## src/hdl/btk_pkg.sv

```systemverilog
`timescale 1ns / 1ps
`default_nettype none

package btk_pkg;

  localparam int MAX_ENTRIES  = 8;
  localparam int PAYLOAD_BITS = 32;
  localparam int KEY_W        = 32;
  localparam int IDX_W        = (MAX_ENTRIES > 1) ? $clog2(MAX_ENTRIES) : 1;
  localparam int CNT_W        = $clog2(MAX_ENTRIES + 1);
  localparam int CAP_W        = 4;
  localparam int CAP_RESET    = 5;

  typedef logic signed [KEY_W-1:0] key_t;
  typedef logic [PAYLOAD_BITS-1:0] payload_t;
  typedef logic [CNT_W-1:0]        cnt_t;
  typedef logic [IDX_W-1:0]        idx_t;

  // Request codes on the input channel.
  typedef enum logic [1:0] {
    REQ_INSERT  = 2'd0,
    REQ_EXTRACT = 2'd1,
    REQ_PRUNE   = 2'd2,
    REQ_NOP     = 2'd3
  } req_t;

  // What every cell does in a given cycle.
  typedef enum logic [1:0] {
    CELL_HOLD,
    CELL_INSERT,
    CELL_SHIFT
  } cell_op_t;

  // Broadcast from the control to all cells.
  typedef struct packed {
    cell_op_t op;
    key_t     key;
    payload_t payload;
    cnt_t     count;
  } cell_ctrl_t;

  // What a cell shows its neighbors.
  typedef struct packed {
    logic     ge;
    key_t     key;
    payload_t payload;
  } cell_link_t;

  // One result transaction.
  typedef struct packed {
    key_t     key;
    payload_t payload;
    logic     was_empty;
    logic     prune;
    cnt_t     fill_count;
  } result_t;

endpackage

`default_nettype wire

```

## src/hdl/btk_cell.sv

```systemverilog
`timescale 1ns / 1ps
`default_nettype none

module btk_cell (
  input  wire                     clk,
  input  btk_pkg::idx_t           idx,
  input  btk_pkg::cell_ctrl_t     ctrl,
  input  btk_pkg::cell_link_t     left_in,
  input  btk_pkg::cell_link_t     right_in,
  output btk_pkg::cell_link_t     link_out,
  output logic                    prune_hit
);
  import btk_pkg::*;

  key_t     key_r;
  payload_t payload_r;
  logic     occupied;
  cnt_t     idx_ext;

  assign idx_ext  = cnt_t'(idx);
  assign occupied = idx_ext < ctrl.count;

  // The cell belongs to the tail once it is empty or holds a larger key.
  assign link_out.ge      = !occupied || (key_r > ctrl.key);
  assign link_out.key     = key_r;
  assign link_out.payload = payload_r;

  // This cell holds the last stored entry and the query key reaches it.
  assign prune_hit = ((idx_ext + cnt_t'(1)) == ctrl.count) && (ctrl.key >= key_r);

  always_ff @(posedge clk) begin
    case (ctrl.op)
      CELL_INSERT: begin
        if (link_out.ge) begin
          if (!left_in.ge) begin
            key_r     <= ctrl.key;
            payload_r <= ctrl.payload;
          end else begin
            key_r     <= left_in.key;
            payload_r <= left_in.payload;
          end
        end
      end
      CELL_SHIFT: begin
        key_r     <= right_in.key;
        payload_r <= right_in.payload;
      end
      default: begin
      end
    endcase
  end

endmodule

`default_nettype wire

```

## src/hdl/btk_out_skid.sv

```systemverilog
`timescale 1ns / 1ps
`default_nettype none

module btk_out_skid (
  input  wire                 clk,
  input  wire                 rst_n,
  input  wire                 push,
  input  btk_pkg::result_t    push_data,
  output logic                full,
  output logic                out_valid,
  input  wire                 out_stall,
  output btk_pkg::result_t    out_data
);
  import btk_pkg::*;

  logic    main_v_r, skid_v_r;
  result_t main_r, skid_r;
  logic    take;

  assign take      = main_v_r && !out_stall;
  assign full      = skid_v_r;
  assign out_valid = main_v_r;
  assign out_data  = main_r;

  always_ff @(posedge clk) begin
    if (!rst_n) begin
      main_v_r <= 1'b0;
      skid_v_r <= 1'b0;
    end else if (take) begin
      if (skid_v_r) begin
        main_r   <= skid_r;
        skid_v_r <= 1'b0;
      end else if (push) begin
        main_r <= push_data;
      end else begin
        main_v_r <= 1'b0;
      end
    end else if (push) begin
      if (main_v_r) begin
        skid_r   <= push_data;
        skid_v_r <= 1'b1;
      end else begin
        main_r   <= push_data;
        main_v_r <= 1'b1;
      end
    end
  end

endmodule

`default_nettype wire

```

## src/hdl/bounded_top_k_sorted_list_core.sv

```systemverilog
`timescale 1ns / 1ps
`default_nettype none

// Channel   Direction  Handshake              Payload
// in_       input      in_valid / in_stall    in_req_type, in_entry_key, in_entry_payload
// out_      output     out_valid / out_stall  out_key, out_payload, out_was_empty,
//                                              out_prune, out_fill_count
// cfg_      input      APB-style write/read   capacity at byte address 0
//
// Each transaction is handled in the cycle it is accepted: one request per clock while
// in_stall is low. The row of cells updates at the accepting edge; the result lands in
// a two-entry output buffer.
// in_stall rises only while both output buffer entries hold untaken results.
// Reset (rst_n low, synchronous) empties the list and sets the capacity to 5;
// stored keys and payloads are not cleared, the fill count alone marks them live.

module bounded_top_k_sorted_list_core (
  input  wire                      clk,
  input  wire                      rst_n,
  // Request channel
  input  wire                      in_valid,
  output logic                     in_stall,
  input  wire [1:0]                in_req_type,
  input  wire signed [btk_pkg::KEY_W-1:0]    in_entry_key,
  input  wire [btk_pkg::PAYLOAD_BITS-1:0]    in_entry_payload,
  // Result channel
  output logic                     out_valid,
  input  wire                      out_stall,
  output logic signed [btk_pkg::KEY_W-1:0]   out_key,
  output logic [btk_pkg::PAYLOAD_BITS-1:0]   out_payload,
  output logic                     out_was_empty,
  output logic                     out_prune,
  output logic [btk_pkg::CNT_W-1:0]          out_fill_count,
  // Configuration port
  input  wire                      cfg_psel,
  input  wire                      cfg_penable,
  input  wire                      cfg_pwrite,
  input  wire [2:0]                cfg_paddr,
  input  wire [31:0]               cfg_pwdata,
  output logic [31:0]              cfg_prdata,
  output logic                     cfg_pready
);
  import btk_pkg::*;

  localparam logic REG_CAPACITY = 1'b0;

  logic [CAP_W-1:0] cap_r;
  cnt_t             count_r, count_nxt;
  cnt_t             eff_cap;
  logic             accept;
  req_t             req;
  cell_ctrl_t       ctrl;
  cell_link_t       links [MAX_ENTRIES];
  logic [MAX_ENTRIES-1:0] hits;
  result_t          res;
  result_t          out_data;
  logic             buf_full;
  logic             cfg_write;

  // The capacity register. Only register index 0 exists; its address bit 2 is zero.
  assign cfg_pready = 1'b1;
  assign cfg_write  = cfg_psel && cfg_penable && cfg_pwrite && cfg_pready;
  assign cfg_prdata = (cfg_paddr[2] == REG_CAPACITY) ? 32'(cap_r) : 32'd0;

  // A capacity of zero acts as one, and anything above the built depth as the depth.
  always_comb begin
    if (cap_r == '0) begin
      eff_cap = cnt_t'(1);
    end else if (cnt_t'(cap_r) > cnt_t'(MAX_ENTRIES)) begin
      eff_cap = cnt_t'(MAX_ENTRIES);
    end else begin
      eff_cap = cnt_t'(cap_r);
    end
  end

  assign in_stall = buf_full;
  assign accept   = in_valid && !in_stall;
  assign req      = req_t'(in_req_type);

  // Decode the request into the operation broadcast to the row and the next fill.
  always_comb begin
    ctrl.op      = CELL_HOLD;
    ctrl.key     = in_entry_key;
    ctrl.payload = in_entry_payload;
    ctrl.count   = count_r;
    count_nxt    = count_r;
    res          = '0;
    case (req)
      REQ_INSERT: begin
        if (accept) begin
          ctrl.op = CELL_INSERT;
        end
        // One entry falls off the tail when the list would exceed the capacity.
        if ((count_r + cnt_t'(1)) <= eff_cap) begin
          count_nxt = count_r + cnt_t'(1);
        end
      end
      REQ_EXTRACT: begin
        if (count_r == '0) begin
          res.was_empty = 1'b1;
        end else begin
          if (accept) begin
            ctrl.op = CELL_SHIFT;
          end
          res.key     = links[0].key;
          res.payload = links[0].payload;
          count_nxt   = count_r - cnt_t'(1);
        end
      end
      REQ_PRUNE: begin
        res.prune = (count_r >= eff_cap) && (count_r != '0) && (|hits);
      end
      default: begin
      end
    endcase
    res.fill_count = count_nxt;
  end

  // The row of cells: entry 0 holds the smallest key.
  for (genvar i = 0; i < MAX_ENTRIES; i++) begin : g_cell
    cell_link_t left_link, right_link;

    if (i == 0) begin : g_head
      assign left_link = '0;
    end else begin : g_body
      assign left_link = links[i-1];
    end

    if (i == MAX_ENTRIES - 1) begin : g_tail
      assign right_link = links[i];
    end else begin : g_mid
      assign right_link = links[i+1];
    end

    btk_cell u_cell (
      .clk       (clk),
      .idx       (idx_t'(i)),
      .ctrl      (ctrl),
      .left_in   (left_link),
      .right_in  (right_link),
      .link_out  (links[i]),
      .prune_hit (hits[i])
    );
  end

  always_ff @(posedge clk) begin
    if (!rst_n) begin
      cap_r   <= CAP_W'(CAP_RESET);
      count_r <= '0;
    end else begin
      if (cfg_write && (cfg_paddr[2] == REG_CAPACITY)) begin
        cap_r <= cfg_pwdata[CAP_W-1:0];
      end
      if (accept) begin
        count_r <= count_nxt;
      end
    end
  end

  // Results wait here so that a stalled result does not block the next request.
  btk_out_skid u_out (
    .clk       (clk),
    .rst_n     (rst_n),
    .push      (accept),
    .push_data (res),
    .full      (buf_full),
    .out_valid (out_valid),
    .out_stall (out_stall),
    .out_data  (out_data)
  );

  assign out_key        = out_data.key;
  assign out_payload    = out_data.payload;
  assign out_was_empty  = out_data.was_empty;
  assign out_prune      = out_data.prune;
  assign out_fill_count = out_data.fill_count;

  // The fill never goes past the built depth.
  a_count_bound: assert property (@(posedge clk) disable iff (!rst_n)
    count_r <= cnt_t'(MAX_ENTRIES))
    else $error("fill count exceeds depth");

  // A stalled input means a result is being held for the output.
  a_stall_has_result: assert property (@(posedge clk) disable iff (!rst_n)
    in_stall |-> out_valid)
    else $error("input stalled with no result pending");

  // Extracting from a non-empty list removes exactly one entry.
  a_extract_dec: assert property (@(posedge clk) disable iff (!rst_n)
    (accept && (req == REQ_EXTRACT) && (count_r != '0)) |=>
      (count_r == $past(count_r) - cnt_t'(1)))
    else $error("extract did not remove one entry");

  // An insert never shrinks the list.
  a_insert_grow: assert property (@(posedge clk) disable iff (!rst_n)
    (accept && (req == REQ_INSERT)) |=> (count_r >= $past(count_r)))
    else $error("insert shrank the list");

endmodule

`default_nettype wire
```

## config.mk

```make
export PLATFORM = sky130hd
export DESIGN_NAME = bounded_top_k_sorted_list_core
export DESIGN_NICKNAME = d
export VERILOG_FILES = /design/src/hdl/btk_pkg.sv /design/src/hdl/btk_cell.sv /design/src/hdl/btk_out_skid.sv /design/src/hdl/bounded_top_k_sorted_list_core.sv
export SDC_FILE = /design/constraint.sdc
export NUM_CORES = 2
export LEC_CHECK = 0
export BUFFER_PORTS_ARGS = -buffer_cell sky130_fd_sc_hd__buf_2
export CAP_MARGIN = 25
export CORE_MARGIN = 5
export CORE_UTILIZATION = 50
export CTS_CLUSTER_DIAMETER = 30
export DETAILED_ROUTE_END_ITERATION = 8
export GPL_TIMING_DRIVEN = 0
export PLACE_DENSITY_LB_ADDON = 0.12
export RECOVER_POWER = 100
export SETUP_SLACK_MARGIN = 0.02
export SLEW_MARGIN = 25
export SYNTH_ARGS = -nofsm -noshare
export SYNTH_HDL_FRONTEND = slang
export SYNTH_HIERARCHICAL = 1
export SYNTH_SLANG_ARGS = --single-unit
```

## constraint.sdc

```tcl
create_clock -name clk -period 26.7 [get_ports clk]
set_input_delay 5.34 -clock clk [delete_from_list [all_inputs] [get_ports clk]]
set_output_delay 5.34 -clock clk [all_outputs]
set_load 0.05 [all_outputs]
```

==> results_dict.tcl <==
set metrics [dict create \
    netSwitchingFraction_pct 28.5 \
    cts-hold-fix-buffers 0 \
    leakage_nw 20.9 \
    fp.dieH_um 295 \
    drt_pass1_iterations 6 \
    layout_common_cells "edfxtp_1 (652), nand2_1 (575), o21ai_0 (525), mux2i_1 (524), clkbuf_1 (325)" \
    max_cap_viol_count 7 \
    start_kind "primary input" \
    drtAntennaViolNets 0 \
    worstPathCellList "clkbuf_1, nor2b_1, nand2b_1, nor2_1, nor2b_1, clkbuf_1, nor4b_1, a311oi_1, clkbuf_1, clkbuf_1, clkbuf_1, clkbuf_1" \
    die_width_um 295 \
    powerDensity_nw_per_um2 82.3 \
    cts_sinks 662 \
    status "finished with violations" \
    period_share_pct 46.8 \
    wirelength_um 118000 \
    drive_above_1_share_pct 9.79 \
    worst_ep_arrival_time_ns 12.84 \
    grt_pass1_wl_um 180000 \
    rsz0062_at_grt "false" \
    dpl.hpwl_um 85400 \
    drc 0 \
    pwr-share-seq_pct 33.7 \
    cts_buffers 162 \
    cts_buffer_depth 3 \
    portBuffers 153 \
    vdd_drop_max_v 0.0000586 \
    drt_iter0_drc 2606 \
    ys_warn_count 6 \
    worstPathMaxFanout 17 \
    max_freq_mhz 80.1 \
    vias 30800 \
    fin_tns_setup_ns 0 \
    setup_viol 0 \
    placed_area_sq_um 44100 \
    area_growth_pct 20.2 \
    grt_pass1_vias 31000 \
    tightestPinTransition_ns 2.03 \
    clk_pin_slew_ns 0.05 \
    clk_latency_ns 0.74 \
    gp_congestion 0.855 \
    crit_top_cell "clkbuf_1" \
    cp_top_family "buffers and inverters" \
    end_kind "flop" \
    path_buf_inv 6 \
    grt_max_degree 26 \
    via_per_inst 5.61 \
    skew_ns 0.0359 \
    antenna_found_initial 6 \
    switchingPower_w 0.00114 \
    synthCells 3746 \
    final_net_count 4699 \
    die_area_sq_um 86800 \
    syn_area_per_cell_sq_um 10.8 \
    violations "max-capacitance violations, max-slew violations" \
    min_path_type "reg2reg" \
    comb_power_share_pct 17.5 \
    cts_tree "done" \
    start_util_pct 50.4 \
    cp.required_ns 27.05 \
    timing.slew.headroom_pct -36.0 \
    post_drt_wl_per_cell_um 21.5 \
    hold_viol_final 0 \
    postCtsSetupRepairBufs 0 \
    root_buffer "clkbuf_16" \
    critPathMaxStageDelay_ns 1.52 \
    post_cts_resize_count 0 \
    slew_violations 74 \
    track_usage_pct 26.6 \
    fillers 6894 \
    fin_area_sq_um 48700 \
    layout_min_cycle_time_ns 12.49 \
    syn_area_sq_um 40500 \
    htreeDepth 4 \
    slowest_stage "nor2_1" \
    pin_count 213 \
    layout_commonest_cell "edfxtp_1" \
    num_rows 104 \
    p_int_w 0.00287 \
    total_power_w 0.00400 \
    critPathKind "in2reg" \
    core_sq_um 80400 \
    overflow 0 \
    clockPowerShare_pct 48.7 \
]
[final timing paths]
path | start | to | slack (ns) | depth (start not counted)
worst max-delay path | in_req_type[0] | g_cell[6].u_cell/payload_r[27] | 14.21 | 12
worst min-delay path | cap_r[0] | cap_r[0] | 0.51 | 2
worst max register to register | count_r[0] | g_cell[6].u_cell/payload_r[27] | 17.39 | 13
worst min register to register | cap_r[0] | cap_r[0] | 0.51 | 2
[layout make-up]
class	instances	area, sq um	area share, %
inverters	297	1110	2.29
flip-flops and latches	662	19800	40.6
multi-input cells	2737	19100	39.2
repair buffers	218	908	1.87
well taps	1060	1330	2.72
diodes	3	7.51	0.0154
clock inverters	102	1220	2.51
clock buffers	195	4250	8.73
plain buffers	214	977	2.01
[registers in the layout, summed over array words and instances (netlist names)]
| register | flops |
|---|---|
| g_cell.u_cell/payload_r | 256 |
| cap_r | 4 |
| g_cell.u_cell/key_r | 256 |
| u_out/out_valid | 1 |
| u_out/out_data | 70 |
| u_out/skid_r | 70 |
| u_out/full | 1 |
| count_r | 4 |
[layer usage]
metal	track usage [%]	vias to the layer above	routed length, um
met5	0	-	14
met4	9.05	4	3570
met3	4.77	180	7720
met2	42.3	1000	53700
met1	37.1	15000	52800
li1	-	14600	-
[power by group through the flow]
stage          combinational, W  sequential (W)  clock (W)
6_report               0.000702         0.00135    0.00195
3_3_place_gp           0.000669         0.00139          0
5_1_grt                0.000769         0.00136    0.00204
2_1_floorplan          0.000480         0.00137          0
3_5_place_dp           0.000713         0.00137          0
4_1_cts                0.000720         0.00135    0.00198
[stage by stage]
step | hold WS (ns) | worst slack [ns] | instances | utilization (%)
after detailed placement | 0.517 | 15.50 | 5188 | 54.8
after global routing | 0.548 | 13.79 | 5485 | 60.5
final | 0.507 | 14.21 | 5488 | 60.5
after floorplan | 0.459 | 14.29 | 3910 | -
after CTS | 0.519 | 15.50 | 5485 | 61.6
after global placement | 0.494 | 8.77 | 5123 | 53.7
[worst min-delay path, delay by kind of cell (launching register included)]
kind,cells,cell delay [ns]
mux,1,0.08
simple gates,1,0.06
flops,1,0.34
Note: power is estimated with default switching activity, not from simulation.
